File: src/rtl/core/dct_pkg.sv
// Shared types, constants and the reset basis table of the 8x8 forward DCT.
package dct_pkg;

  typedef enum logic [2:0] {
    ST_LOAD, ST_SCAN_A, ST_SCAN_B, ST_SCAN_C, ST_RD, ST_RDB, ST_ACC, ST_STORE
  } dct_state_t;

  localparam logic [1:0] MODE_EXACT = 2'd0;
  localparam logic [1:0] MODE_FAST  = 2'd1;
  localparam logic [1:0] MODE_SYM   = 2'd2;

  localparam logic KIND_SAMPLE = 1'b0;
  localparam logic KIND_BASIS  = 1'b1;

  localparam int unsigned QBITS = 14;
  localparam logic signed [31:0] QHALF    = 32'sh0000_2000;
  localparam logic signed [32:0] HMUL_RND = 33'sh0_0000_4000;
  localparam logic signed [15:0] SAT_MAX  = 16'sh7FFF;
  localparam logic signed [15:0] SAT_MIN  = -16'sh7FFF - 16'sh0001;

  // Half-cosine magnitudes in Q14, indexed by angle in sixteenths of pi.
  localparam logic signed [15:0] COS_HALF [0:8] = '{
    16'sd8192, 16'sd8035, 16'sd7568, 16'sd6811, 16'sd5793,
    16'sd4551, 16'sd3135, 16'sd1598, 16'sd0
  };

  typedef struct packed {
    logic        smp_we;
    logic [5:0]  smp_addr;
    logic        bas_we;
    logic        src_re;
    logic        src_pass;
    logic [5:0]  src_addr;
    logic        bas_re;
    logic [5:0]  bas_addr;
    logic        latch_a;
    logic        acc_clr;
    logic        acc_step;
    logic        odd_row;
    logic [1:0]  mode;
    logic        scan_latch;
    logic        scan_cmp;
    logic        scan_odd;
    logic        fault_clr;
    logic        pass_we;
    logic [5:0]  dst_addr;
    logic        out_load;
    logic        out_last;
  } dct_cmd_t;

  typedef struct packed {
    logic out_free;
  } dct_status_t;

  function automatic logic signed [15:0] sat16(input logic signed [33:0] v);
    logic signed [15:0] r;
    if (v > 34'(SAT_MAX)) r = SAT_MAX;
    else if (v < 34'(SAT_MIN)) r = SAT_MIN;
    else r = v[15:0];
    return r;
  endfunction

  // Reset basis entry for position row*8+column.
  function automatic logic signed [15:0] basis_reset(input logic [5:0] n);
    logic [6:0] ang;
    logic [4:0] m;
    logic [4:0] f;
    logic signed [15:0] r;
    ang = 7'({n[2:0], 1'b1}) * 7'(n[5:3]);
    m = ang[4:0];
    f = (m > 5'd16) ? (5'd0 - m) : m;
    if (f > 5'd8) r = -COS_HALF[4'(5'd16 - f)];
    else r = COS_HALF[4'(f)];
    return r;
  endfunction

endpackage

File: src/rtl/core/dct_ram.sv
// Generic single-write, single-read RAM with registered read data.
module dct_ram #(
  parameter int W = 16,
  parameter int D = 64
) (
  input  logic                 clk,
  input  logic                 we,
  input  logic [$clog2(D)-1:0] waddr,
  input  logic [W-1:0]         wdata,
  input  logic                 re,
  input  logic [$clog2(D)-1:0] raddr,
  output logic [W-1:0]         rdata
);
  logic [W-1:0] mem_r [0:D-1];

  always_ff @(posedge clk) begin
    if (we) begin
      mem_r[waddr] <= wdata;
    end
    if (re) begin
      rdata <= mem_r[raddr];
    end
  end
endmodule

File: src/rtl/core/dct_ctrl.sv
// Sequencer of the DCT: block loading, basis symmetry scan and both passes.
module dct_ctrl (
  input  logic                 clk,
  input  logic                 rst_n,
  input  logic                 in_tvalid,
  output logic                 in_tready,
  input  logic                 in_tuser,
  input  logic                 cfg_we,
  input  logic [1:0]           cfg_wdata,
  input  dct_pkg::dct_status_t stat,
  output dct_pkg::dct_cmd_t    cmd
);
  import dct_pkg::*;

  dct_state_t state_r, state_nxt;
  logic [2:0] i_r, i_nxt, j_r, j_nxt, k_r, k_nxt;
  logic       pass_r, pass_nxt;
  logic [4:0] scan_r, scan_nxt;
  logic [5:0] cnt_r, cnt_nxt;
  logic [1:0] mode_r;
  logic       sym;
  logic       smp_xfer;

  assign sym = (mode_r == MODE_SYM);
  assign in_tready = (state_r == ST_LOAD);
  assign smp_xfer = in_tvalid && (in_tuser == KIND_SAMPLE);

  always_ff @(posedge clk) begin
    if (!rst_n) begin
      state_r <= ST_LOAD;
      i_r <= '0; j_r <= '0; k_r <= '0;
      pass_r <= 1'b0; scan_r <= '0; cnt_r <= '0;
      mode_r <= MODE_EXACT;
    end else begin
      state_r <= state_nxt;
      i_r <= i_nxt; j_r <= j_nxt; k_r <= k_nxt;
      pass_r <= pass_nxt; scan_r <= scan_nxt; cnt_r <= cnt_nxt;
      if (cfg_we) begin
        mode_r <= cfg_wdata;
      end
    end
  end

  always_comb begin
    state_nxt = state_r;
    i_nxt = i_r; j_nxt = j_r; k_nxt = k_r;
    pass_nxt = pass_r; scan_nxt = scan_r; cnt_nxt = cnt_r;
    case (state_r)
      ST_LOAD: begin
        if (smp_xfer) begin
          cnt_nxt = cnt_r + 6'd1;
          if (cnt_r == 6'd63) begin
            pass_nxt = 1'b0;
            i_nxt = '0; j_nxt = '0; k_nxt = '0; scan_nxt = '0;
            state_nxt = sym ? ST_SCAN_A : ST_RD;
          end
        end
      end
      ST_SCAN_A: state_nxt = ST_SCAN_B;
      ST_SCAN_B: state_nxt = ST_SCAN_C;
      ST_SCAN_C: begin
        scan_nxt = scan_r + 5'd1;
        state_nxt = (scan_r == 5'd31) ? ST_RD : ST_SCAN_A;
      end
      ST_RD:  state_nxt = sym ? ST_RDB : ST_ACC;
      ST_RDB: state_nxt = ST_ACC;
      ST_ACC: begin
        if ((sym && k_r == 3'd3) || k_r == 3'd7) begin
          k_nxt = '0;
          state_nxt = ST_STORE;
        end else begin
          k_nxt = k_r + 3'd1;
          state_nxt = ST_RD;
        end
      end
      ST_STORE: begin
        if (!pass_r || stat.out_free) begin
          j_nxt = j_r + 3'd1;
          state_nxt = ST_RD;
          if (j_r == 3'd7) begin
            i_nxt = i_r + 3'd1;
            if (i_r == 3'd7) begin
              pass_nxt = 1'b1;
              if (pass_r) begin
                state_nxt = ST_LOAD;
              end
            end
          end
        end
      end
      default: state_nxt = ST_LOAD;
    endcase
  end

  always_comb begin
    cmd = '0;
    cmd.mode = mode_r;
    cmd.odd_row = i_r[0];
    cmd.src_pass = pass_r;
    cmd.smp_addr = cnt_r;
    cmd.dst_addr = {i_r, j_r};
    cmd.out_last = (i_r == 3'd7) && (j_r == 3'd7);
    cmd.scan_odd = scan_r[2];
    case (state_r)
      ST_LOAD: begin
        cmd.smp_we = smp_xfer;
        cmd.bas_we = in_tvalid && (in_tuser == KIND_BASIS);
        cmd.fault_clr = smp_xfer && (cnt_r == 6'd63);
      end
      ST_SCAN_A: begin
        cmd.bas_re = 1'b1;
        cmd.bas_addr = {scan_r[4:2], 1'b0, scan_r[1:0]};
      end
      ST_SCAN_B: begin
        cmd.scan_latch = 1'b1;
        cmd.bas_re = 1'b1;
        cmd.bas_addr = {scan_r[4:2], 1'b1, ~scan_r[1:0]};
      end
      ST_SCAN_C: cmd.scan_cmp = 1'b1;
      ST_RD: begin
        cmd.src_re = 1'b1;
        cmd.src_addr = {j_r, k_r};
        cmd.bas_re = 1'b1;
        cmd.bas_addr = {i_r, k_r};
        cmd.acc_clr = (k_r == 3'd0);
      end
      ST_RDB: begin
        cmd.latch_a = 1'b1;
        cmd.src_re = 1'b1;
        cmd.src_addr = {j_r, ~k_r};
      end
      ST_ACC: cmd.acc_step = 1'b1;
      ST_STORE: begin
        cmd.pass_we = !pass_r;
        cmd.out_load = pass_r && stat.out_free;
      end
      default: ;
    endcase
  end
endmodule

File: src/rtl/core/dct_dp.sv
// Datapath of the DCT: stores, shared multiply-accumulate and output register.
module dct_dp (
  input  logic               clk,
  input  logic               rst_n,
  input  logic [39:0]        in_tdata,
  input  dct_pkg::dct_cmd_t  cmd,
  output dct_pkg::dct_status_t stat,
  output logic               out_tvalid,
  input  logic               out_tready,
  output logic [15:0]        out_tdata,
  output logic               out_tlast,
  output logic               out_tuser
);
  import dct_pkg::*;

  logic [15:0] smp_q, pass_q, bas_raw;
  logic [63:0] bvalid_r;
  logic [5:0]  bas_raddr_r;
  logic signed [15:0] bq, src_q, a_r, scan_a_r;
  logic signed [31:0] acc_r, acc_nxt;
  logic        fault_r;
  logic        out_valid_r;
  logic [15:0] out_data_r;
  logic        out_last_r, out_fault_r;
  logic signed [15:0] res;

  logic               exact;
  logic signed [15:0] a_s, x16, q16, mul_a, mul_b, h16;
  logic signed [31:0] prod;
  logic signed [32:0] rnd;
  logic signed [31:0] fin;
  logic signed [16:0] neg_a;

  dct_ram #(.W(16), .D(64)) u_smp (
    .clk(clk), .we(cmd.smp_we), .waddr(cmd.smp_addr), .wdata(in_tdata[15:0]),
    .re(cmd.src_re && !cmd.src_pass), .raddr(cmd.src_addr), .rdata(smp_q)
  );

  dct_ram #(.W(16), .D(64)) u_pass (
    .clk(clk), .we(cmd.pass_we), .waddr(cmd.dst_addr), .wdata(res),
    .re(cmd.src_re && cmd.src_pass), .raddr(cmd.src_addr), .rdata(pass_q)
  );

  dct_ram #(.W(16), .D(64)) u_bas (
    .clk(clk), .we(cmd.bas_we), .waddr(in_tdata[21:16]), .wdata(in_tdata[37:22]),
    .re(cmd.bas_re), .raddr(cmd.bas_addr), .rdata(bas_raw)
  );

  // An entry never written reads as the standard cosine table.
  assign bq = bvalid_r[bas_raddr_r] ? bas_raw : basis_reset(bas_raddr_r);
  assign src_q = cmd.src_pass ? pass_q : smp_q;

  assign exact = (cmd.mode != MODE_FAST) && (cmd.mode != MODE_SYM);
  assign a_s = (cmd.mode == MODE_SYM) ? a_r : src_q;

  always_comb begin
    if (cmd.odd_row) x16 = sat16(34'(a_s) - 34'(src_q));
    else x16 = sat16(34'(a_s) + 34'(src_q));
    q16 = sat16(34'(bq) <<< 1);
    mul_a = exact ? a_s : ((cmd.mode == MODE_SYM) ? x16 : a_s);
    mul_b = exact ? bq : q16;
    prod = mul_a * mul_b;
    rnd = 33'(prod) + HMUL_RND;
    h16 = rnd[30:15];
    if (exact) acc_nxt = acc_r + prod;
    else acc_nxt = 32'(sat16(34'($signed(acc_r[15:0])) + 34'(h16)));
    fin = (acc_r + QHALF) >>> QBITS;
    res = exact ? sat16(34'(fin)) : acc_r[15:0];
    neg_a = -17'(scan_a_r);
  end

  assign stat.out_free = !out_valid_r || out_tready;

  always_ff @(posedge clk) begin
    if (!rst_n) begin
      bvalid_r <= '0;
      out_valid_r <= 1'b0;
      fault_r <= 1'b0;
    end else begin
      if (cmd.bas_we) begin
        bvalid_r[in_tdata[21:16]] <= 1'b1;
      end
      if (cmd.fault_clr) begin
        fault_r <= 1'b0;
      end else if (cmd.scan_cmp) begin
        if (cmd.scan_odd ? (17'(bq) != neg_a) : (bq != scan_a_r)) begin
          fault_r <= 1'b1;
        end
      end
      if (cmd.out_load) begin
        out_valid_r <= 1'b1;
      end else if (out_tready) begin
        out_valid_r <= 1'b0;
      end
    end
  end

  always_ff @(posedge clk) begin
    if (cmd.bas_re) begin
      bas_raddr_r <= cmd.bas_addr;
    end
    if (cmd.latch_a) begin
      a_r <= src_q;
    end
    if (cmd.scan_latch) begin
      scan_a_r <= bq;
    end
    if (cmd.acc_clr) begin
      acc_r <= '0;
    end else if (cmd.acc_step) begin
      acc_r <= acc_nxt;
    end
    if (cmd.out_load) begin
      out_data_r <= res;
      out_last_r <= cmd.out_last;
      out_fault_r <= fault_r;
    end
  end

  assign out_tvalid = out_valid_r;
  assign out_tdata = out_data_r;
  assign out_tlast = out_last_r;
  assign out_tuser = out_fault_r;
endmodule

File: src/rtl/core/dct8x8_forward_multimode.sv
// Top level of the two-pass 8x8 forward DCT with exact, fast and symmetric modes.
//
// Channel  Direction  Contents
// in_      slave      tuser: kind; tdata: sample, basis_index, basis_value
// out_     master     tdata: coefficient; tlast: last_coefficient; tuser: basis_fault
// cfg_     write      transform_mode
//
// Samples and basis words are taken one a cycle while loading. The 64th sample
// starts the transform: two passes of 64 coefficients through one shared
// multiply-accumulate, eight terms each in exact and fast modes and four in
// symmetric mode, which first scans the basis for mirror symmetry.
// A stalled output holds the second pass; no input is taken until the last
// coefficient has entered the output register.
// Reset restores the standard basis and mode zero; it needs no clearing pass.
module dct8x8_forward_multimode (
  input  logic        clk,
  input  logic        rst_n,
  input  logic        in_tvalid,
  output logic        in_tready,
  input  logic [39:0] in_tdata,   // sample, basis_index, basis_value
  input  logic        in_tuser,   // kind
  output logic        out_tvalid,
  input  logic        out_tready,
  output logic [15:0] out_tdata,  // coefficient
  output logic        out_tlast,  // last_coefficient
  output logic        out_tuser,  // basis_fault
  input  logic        cfg_we,
  input  logic [1:0]  cfg_wdata   // transform_mode
);
  import dct_pkg::*;

  dct_cmd_t    cmd;
  dct_status_t stat;

  dct_ctrl u_ctrl (
    .clk(clk), .rst_n(rst_n), .in_tvalid(in_tvalid), .in_tready(in_tready),
    .in_tuser(in_tuser), .cfg_we(cfg_we), .cfg_wdata(cfg_wdata),
    .stat(stat), .cmd(cmd)
  );

  dct_dp u_dp (
    .clk(clk), .rst_n(rst_n), .in_tdata(in_tdata), .cmd(cmd), .stat(stat),
    .out_tvalid(out_tvalid), .out_tready(out_tready), .out_tdata(out_tdata),
    .out_tlast(out_tlast), .out_tuser(out_tuser)
  );
endmodule

File: config.mk
export PLATFORM = sky130hd
export DESIGN_NAME = dct8x8_forward_multimode
export DESIGN_NICKNAME = d
export VERILOG_FILES = /design/src/rtl/core/dct_pkg.sv /design/src/rtl/core/dct_ram.sv /design/src/rtl/core/dct_ctrl.sv /design/src/rtl/core/dct_dp.sv /design/src/rtl/core/dct8x8_forward_multimode.sv
export SDC_FILE = /design/constraint.sdc
export NUM_CORES = 2
export LEC_CHECK = 0
export CAP_MARGIN = 30
export CORE_AREA = 2 2 659 661
export DETAILED_ROUTE_END_ITERATION = 7
export DIE_AREA = 0 0 661 663
export DONT_BUFFER_PORTS = 1
export PLACE_DENSITY = 0.56
export SLEW_MARGIN = 10
export SYNTH_ARGS = -nofsm -noshare
export SYNTH_HDL_FRONTEND = slang
export SYNTH_HIERARCHICAL = 1
export SYNTH_SLANG_ARGS = --single-unit
File: constraint.sdc
create_clock -name clk -period 20.2 [get_ports clk]
set_input_delay 1.01 -clock clk [delete_from_list [all_inputs] [get_ports clk]]
set_output_delay 1.01 -clock clk [all_outputs]
set_load 0.02 [all_outputs]
After elaboration in Yosys (flattened, before gate mapping)
Memories as Yosys holds them, arrays and structs flattened. A register that Yosys moved wholly into a read port is not among the register bits.
Index checks and enable logic that the tools add are counted.
{"block": "op_classes", "n_reduce_logical": 31, "n_div": 0, "n_shift": 0, "bitwise": 7, "multipliers": 2, "muxes": 80, "n_lt_le_gt_ge": 17, "n_addsub": 15, "n_eq_ne": 23}
{"operator": "$mux W16", "count": 23}
{"operator": "$gt A34 B16 Y1 const B", "count": 3}
{"operator": "$lt A34 B16 Y1 const B", "count": 3}
{"operator": "$or A64 B64 Y64", "count": 1}
{"operator": "$mux W3", "count": 14}
{"operator": "$add A16 B16 Y17", "count": 2}
{"operator": "$add A32 B15 Y32 const B", "count": 1}
{"operator": "$add A32 B32 Y32", "count": 1}
{"operator": "$mul A16 B16 Y32", "count": 1}
{"operator": "$mux W32", "count": 1}
{"operator": "$add A31 B16 Y31 const B", "count": 1}
{"operator": "$mux W1", "count": 27}
{"operator": "$pmux W3 S8", "count": 1}
{"operator": "$eq A3 B3 Y1 const B", "count": 7}
{"operator": "$pmux W7 S3", "count": 1}
{"operator": "$gt A18 B16 Y1 const B", "count": 1}
{"operator": "$lt A18 B16 Y1 const B", "count": 1}
{"operator": "$pmux W3 S2", "count": 3}
{"operator": "$gt A17 B16 Y1 const B", "count": 1}
{"operator": "$lt A17 B16 Y1 const B", "count": 1}
{"operator": "$ne A16 B17 Y1", "count": 1}
{"operator": "$neg A16 Y17", "count": 1}
{"operator": "$sub A16 B16 Y17", "count": 1}
{"operator": "$ne A16 B16 Y1", "count": 1}
{"operator": "other kinds (41)", "count": 77}
{"block": "totals", "reg_bits": 180, "latch_bits": 0, "in_bits": 48, "rom_bits": 512, "wordCells": 198, "mem_bits_rw": 3072, "n_memories": 5}
{"name": "u_dp.u_bas.mem_r", "depth": 64, "word_bits": 16, "read_ports": 1, "rd_clocked_by_memory_dff": 1, "wr": 1, "line_no": "dct_ram.sv:14", "text": "logic [W-1:0] mem_r [0:D-1];"}
{"name": "u_dp.u_pass.mem_r", "depth": 64, "word_bits": 16, "read_ports": 1, "rd_clocked_by_memory_dff": 1, "wr": 1, "line_no": "dct_ram.sv:14"}
{"name": "u_dp.u_smp.mem_r", "depth": 64, "word_bits": 16, "read_ports": 1, "rd_clocked_by_memory_dff": 1, "wr": 1, "line_no": "dct_ram.sv:14"}
{"name": "(name not given)", "depth": 16, "word_bits": 16, "read_ports": 1, "rd_clocked_by_memory_dff": 0, "wr": 0, "line_no": "dct_pkg.sv:72", "text": "if (f > 5'd8) r = -COS_HALF[4'(5'd16 - f)];"}
{"name": "(name not given)", "depth": 16, "word_bits": 16, "read_ports": 1, "rd_clocked_by_memory_dff": 0, "wr": 0, "line_no": "dct_pkg.sv:73", "text": "else r = COS_HALF[4'(f)];"}

Logic depth before layout (Yosys ltp)
{"block": "depth", "depth_word": 22, "mapped_depth": 65, "depth_no_buf": 57}

By module
Netlist, hierarchy kept.
{"mod": "dct_ram", "cells_each": 1829, "instances": 3, "area_each_um2": 40202.3, "seq_area_each_um2": 31230.0}
{"mod": "dct_dp", "cells_each": 2835, "instances": 1, "area_each_um2": 23996.8, "seq_area_each_um2": 3643.5}
{"mod": "dct_ctrl", "cells_each": 205, "instances": 1, "area_each_um2": 1695.4, "seq_area_each_um2": 520.5}

Worst setup path before layout
OpenSTA, ideal clock, no wires.
{"block": "synth_timing", "kind": "register -> register", "start": "register u_dp.bas_raddr_r[3]", "end": "register u_dp.acc_r[14]", "path_slack_ns": 5.919, "t_arrival_ns": 14.136, "period_less_slack_ns": 14.281, "stages_incl_launch_ff": 62, "n_path_buf": 8, "path_cell_list": "edfxtp_1 -> clkbuf_1 -> clkbuf_1 -> clkbuf_1 -> nand2_1 -> fa_1 -> inv_1 -> ha_1 -> fa_1 -> xnor2_1 -> xnor3_2 -> buf_2 -> nor2_1 -> xnor2_1 -> ha_1 -> clkbuf_1 -> clkbuf_1 -> o211ai_1 -> (+26 left out) -> a211oi_2 -> nand2b_1 -> a21oi_1 -> xnor2_1 -> nand3_1 -> nor4_1 -> a21oi_1 -> ha_1 -> a21o_1 -> nor3_1 -> o21a_1 -> o311a_1 -> o211a_1 -> nor3_1 -> o211ai_1 -> and2_1 -> a31oi_1 -> a211oi_1"}
{"block": "synth_via", "elab_chain_len": 22, "word_cells_on_any_way": 33, "cone_classes": "add/sub (6); mul (2); order compare (6); mux (15); bitwise (2); memory (2)"}
{"element": "start, declared", "line_no": "dct_dp.sv:18", "text": "logic [5:0] bas_raddr_r;"}
{"element": "start signal, assigned", "line_no": "dct_dp.sv:100", "text": "bas_raddr_r <= cmd.bas_addr;"}
{"element": "$mul A4 B3 Y5", "line_no": "dct_pkg.sv:69", "text": "ang = 7'({n[2:0], 1'b1}) * 7'(n[5:3]);"}
{"element": "$sub A1 B5 Y5 / $gt A5 B5 Y1 (equally long branches)", "line_no": "dct_pkg.sv:71", "text": "f = (m > 5'd16) ? (5'd0 - m) : m;"}
{"element": "$mux W5", "line_no": "dct_pkg.sv:71"}
{"element": "$sub A1 B4 Y4", "line_no": "dct_pkg.sv:72"}
{"element": "$not A4 Y5 (implied by the code)", "line_no": "dct_pkg.sv:72"}
{"element": "$mem_v2 Z16 W16"}
{"element": "$mux W16 (implied by the code) (2 in a row)", "line_no": "dct_pkg.sv:72"}
{"element": "$neg A16 Y16", "line_no": "dct_pkg.sv:72"}
{"element": "(+2 left out)"}
{"element": "named net u_dp.bq[6]", "line_no": "dct_dp.sv:19", "text": "logic signed [15:0] bq, src_q, a_r, scan_a_r;"}
{"element": "(+3 left out)"}
{"element": "$mux W16 (*)", "line_no": "dct_dp.sv:61", "text": "mul_b = exact ? bq : q16;"}
{"element": "$mul A16 B16 Y32 (*)", "line_no": "dct_dp.sv:62", "text": "prod = mul_a * mul_b;"}
{"element": "$add A31 B16 Y31", "line_no": "dct_dp.sv:63", "text": "rnd = 33'(prod) + HMUL_RND;"}
{"element": "$add A16 B16 Y17", "line_no": "dct_dp.sv:66", "text": "else acc_nxt = 32'(sat16(34'($signed(acc_r[15:0])) + 34'(h16)));"}
{"element": "$lt A34 B16 Y1", "line_no": "dct_pkg.sv:58", "text": "else if (v < 34'(SAT_MIN)) r = SAT_MIN;"}
{"element": "$mux W16", "line_no": "dct_pkg.sv:58"}
{"element": "$mux W16", "line_no": "dct_pkg.sv:57", "text": "if (v > 34'(SAT_MAX)) r = SAT_MAX;"}
{"element": "$mux W32 (*)", "line_no": "dct_dp.sv:65", "text": "if (exact) acc_nxt = acc_r + prod;"}
{"element": "end signal, assigned", "line_no": "dct_dp.sv:111", "text": "acc_r <= acc_nxt;"}
{"element": "end, declared", "line_no": "dct_dp.sv:20", "text": "logic signed [31:0] acc_r, acc_nxt;"}
Mark *: on every way through the listed nets, which the timed path passes. The rest lies on a longest branch. The select of a mux whose other input is x is not followed.
A chain may end at the register's enable or synchronous reset.

Final worst setup path
{"block": "layout_timing", "start": "register u_dp.bas_raddr_r[1]", "end": "register u_dp.acc_r[13]"}
{"block": "layout_via", "elab_chain_len": 22, "word_cells_on_any_way": 33, "cone_classes": "add/sub (6); mul (2); order compare (6); mux (15); bitwise (2); memory (2)"}
{"element": "$mul A4 B3 Y5", "line_no": "dct_pkg.sv:69"}
{"element": "$sub A1 B5 Y5 / $gt A5 B5 Y1 (equally long branches)", "line_no": "dct_pkg.sv:71"}
{"element": "$mux W5", "line_no": "dct_pkg.sv:71"}
{"element": "$sub A1 B4 Y4", "line_no": "dct_pkg.sv:72"}
{"element": "$not A4 Y5 (implied by the code)", "line_no": "dct_pkg.sv:72"}
{"element": "$mem_v2 Z16 W16"}
{"element": "$mux W16 (implied by the code) (2 in a row)", "line_no": "dct_pkg.sv:72"}
{"element": "$neg A16 Y16", "line_no": "dct_pkg.sv:72"}
{"element": "(+5 left out)"}
{"element": "$mux W16 (*)", "line_no": "dct_dp.sv:61"}
{"element": "$mul A16 B16 Y32 (*)", "line_no": "dct_dp.sv:62"}
{"element": "$add A31 B16 Y31", "line_no": "dct_dp.sv:63"}
{"element": "$add A16 B16 Y17", "line_no": "dct_dp.sv:66"}
{"element": "$lt A34 B16 Y1", "line_no": "dct_pkg.sv:58"}
{"element": "$mux W16", "line_no": "dct_pkg.sv:58"}
{"element": "$mux W16", "line_no": "dct_pkg.sv:57"}
{"element": "$mux W32 (*)", "line_no": "dct_dp.sv:65"}
Every way passes the cells marked *; elsewhere a longest branch is shown, timed or not. The select of a mux whose other input is x is not followed.

==> results.yml <==
routing:
  via_per_inst: 5.27
  highest-signal-layer: "met5"
  drc: 0
  wl_um: 371000
  met1_length_um: 151000
  wl_per_cell_um: 25.1
  dr.pass1.iters: 7
  drtAntennaViolNets: 1
  met3_length_um: 18400
  drt_iter0_drc: 6866
  met2WireLength_um: 189000
  vias: 78000
floorplan:
  io_pins: 68
  die_h_um: 663
  die_area_mm2: 0.438
  fp.coreArea_mm2: 0.432
  rows: 242
  start_util_pct: 33.9
  die_x_um: 661
worst_setup_path:
  cp_max_fo: 19
  cp_slowest_cell: "edfxtp_1"
  required_ns: 20.92
  arrival_ns: 17.67
  r2r_start: "u_dp/bas_raddr_r[1]"
  reg2reg_depth: 54
  end_kind: "flip-flop"
  reg2reg_to: "u_dp/acc_r[13]"
  startpoint_type: "flip-flop"
  max_stage_delay_ns: 0.82
  cpMostUsedCell: "fa_1"
  rrSetupSlack_ns: 3.24
  critPathKind: "reg2reg"
logic_synthesis:
  ys_ff_latch: 3300
  syn_area_mm2: 0.146
  ys_seq_area_share_pct: 66.9
  syn_inst: 8527
  yosysWarnings: 6
  syn_nets: 9031
  synth_edf_count: 3176
  synth_cell_types: 112
  avgSynthCellArea_um2: 17.2
  ys_async_sr_fraction_pct: 0
  synth_ff_type: "edfxtp_1"
placed_design:
  post-place-ws_ns: 3.14
  placed_cells: 14100
  portBuffers: 0
  dpl.hpwl_um: 234000
  gp_congestion: 0.854
timing:
  layout_min_cycle_time_ns: 16.96
  rsz0062_at_grt: "false"
  setup_ws_ns: 3.24
  maxSlewViolCount: 0
  finalHoldViolations: 0
  fin_tns_setup_ns: 0
  fmax_mhz: 59.0
  fin_crit_sh_pct: 83.9
  slew_headroom_pct: 17.7
  worst_slew_pin_slew_ns: 1.23
  setup_viol: 0
  finClkSkew_ns: 0.0957
clock_tree:
  post_cts_buffers: 0
  clock-sinks: 3300
  cts_root_buffer: "clkbuf_16"
  clk_pin_slew_ns: 0.06
  clkLatencyLatePin_ns: 0.96
  clock_path_buffers: 4
  postCtsHoldBufs: 0
  post_cts_resized: 0
  cts_buffers: 348
  cts_tree: "built"
  htreeDepth: 5
hold_path:
  holdPathEnd: "u_dp/u_smp/mem_r[33][4]"
  min_from: "in_tdata[4]"
  hold_depth: 0
  hold_path_class: "in2reg"
power:
  p_leak_nw: 52.7
  finalPower_mw: 23.3
  p_switching_mw: 8.38
  switching_share_pct: 35.9
  p_seq_share_pct: 33.2
  p_comb_share_pct: 39.8
  p_clk_share_pct: 27.0
  internal_power_mw: 14.9
  power_density_mw_per_mm2: 141
  peakVddDrop_mv: 0.326
grt:
  grt-ovfl-total: 0
  grt_max_degree: 115
  grtUsageTotal_pct: 16.6
  grt_pass1_vias: 79500
  grt_pass1_wl_um: 543000
  antenna_found_initial: 11
finish:
  finalNonFillerCells: 14800
  fillCellCount: 39400
  synthToLayoutAreaGrowth_pct: 12.9
  finalNetCount: 9262
  layout-drive-gt1-share_pct: 19.7
outcome:
  outcome: "finished, violations left"
  violations: "antenna violations"
run:
  max-cap-violations: 0
-- cell usage after synthesis, drive strengths merged (43+ instances only) --
cell    count  area (um2)
nor3       59         307
nand2     392        1490
a311oi     43         377
fa        269        5390
a21oi     247        1300
nor2b     151         945
a221oi     52         473
buf       279        2220
mux2i     282        2840
xnor2     125        1090
nand3     124         633
ha        187        2340
mux4      686       15500
mux2      121        1360
o21ai     117         604
clkbuf    168         649
nor2      590        2240
inv       396        1490
edfxtp   3176       95400
a211oi     59         453
nand2b     69         432
o21a       61         458
nand4      55         344
a31oi      57         378
dfxtp     124        2480
a22oi     127         953
-- worst max-delay path, delay by kind of cell, from the launching register on --
| family | cells | cell delay [ns] |
|---|---|---|
| muxes | 1 | 0.16 |
| AOI/OAI and AO/OA | 17 | 4.53 |
| DFF | 1 | 0.82 |
| and+or+nand+nor | 12 | 3.09 |
| buffers and inverters | 8 | 1.09 |
| xor gates and xnor gates | 4 | 1.53 |
| adders and majority gates | 12 | 5.52 |
-- layer usage --
layer  up-vias  GRT usage (%)
met4         6           5.68
met1     41300           21.5
met2      2187           28.8
li1      33900              -
met5         -              0
met3       585           2.02
-- placed cells by master (no fill, tap or decap), drive strengths merged, types with 21 or more instances in the layout --
cell type,count
inv,412
nand2,392
a211oi,59
clkbuf,429
nand2b,69
buf,325
and3,21
a21oi,247
mux2,121
nor3,59
nor4,22
xor2,42
fa,269
bufinv,31
edfxtp,3176
ha,187
a311oi,43
mux2i,282
xnor2,125
o21a,61
mux4,686
a22oi,127
a221oi,52
clkinv,153
or3,22
and2,28
nor2b,151
a31oi,57
or2,21
a21o,42
nand3,124
nor2,590
o21ai,117
nand4,55
o211ai,26
a211o,34
dfxtp,124
-- state kept, by name, indices dropped and copies added (netlist names), 2 cells and up --
register and flops:
u_dp/u_smp/rdata 16, u_dp/u_bas/rdata 16, u_ctrl/mode_r 2, u_dp/acc_r 32, u_dp/scan_a_r 16, u_dp/bas_raddr_r 6, u_dp/u_pass/mem_r 1024, u_ctrl/j_r 3
u_ctrl/k_r 3, u_dp/u_smp/mem_r 1024, u_dp/u_bas/mem_r 1024, u_dp/a_r 16, u_ctrl/i_r 3, u_dp/bvalid_r 64, u_ctrl/cnt_r 6, u_dp/out_tdata 16
u_dp/u_pass/rdata 16, u_ctrl/scan_r 5, u_ctrl/state_r 3
-- power groups by stage --
stage	Sequential, mW	Clock (mW)	Combinational (mW)
after floorplan	7.97	0	6.87
after global placement	7.89	0	9.11
after detailed placement	7.89	0	9.22
after CTS	7.74	6.44	9.29
after global routing	7.73	6.69	10.3
final	7.75	6.30	9.28
-- worst max-delay path by stage --
stage / to / from / depth (start not counted) / slack, ns
finish: u_dp/acc_r[13] / u_dp/bas_raddr_r[1] / 54 / 3.24
detailed placement: u_dp/acc_r[13] / u_dp/bas_raddr_r[1] / 54 / 3.14
floorplan: u_dp/acc_r[14] / u_dp/bas_raddr_r[3] / 61 / 5.92
global route: u_dp/acc_r[13] / u_dp/bas_raddr_r[4] / 56 / 2.25
CTS: u_dp/acc_r[13] / u_dp/bas_raddr_r[1] / 55 / 3.09
global placement: u_dp/acc_r[7] / u_dp/bas_raddr_r[1] / 54 / 3.37
-- logic make-up after synthesis --
family / share of synthesized area (%)
fa+ha+maj: 5.29
flops: 66.9
xor+xnor: 1.03
mux: 13.5
compound gates: 5.07
buf+inv: 2.98
simple gates: 5.28
-- metrics by stage --
stage / util, % / instance area [um2] / hold slack, ns
finish: 38.2 / 165000 / 0.162
global route: 38.2 / 165000 / 0.111
CTS: 38.2 / 165000 / 0.0719
detailed placement: 35.6 / 154000 / 0.450
global placement: 35.4 / 153000 / 0.441
floorplan: - / 146000 / 0.431
-- layout make-up --
cell class	instances	area (um2)	area share, %
clock inverters	210	2030	1.23
inverters	397	1490	0.904
multi-input cells	4383	44500	27.0
flip-flops and latches	3300	97900	59.2
repair buffers	328	2870	1.74
well taps	5734	7170	4.34
clock buffers	426	9190	5.56
diodes	19	47.5	0.0288
Note: power is estimated with default switching activity, not from simulation.
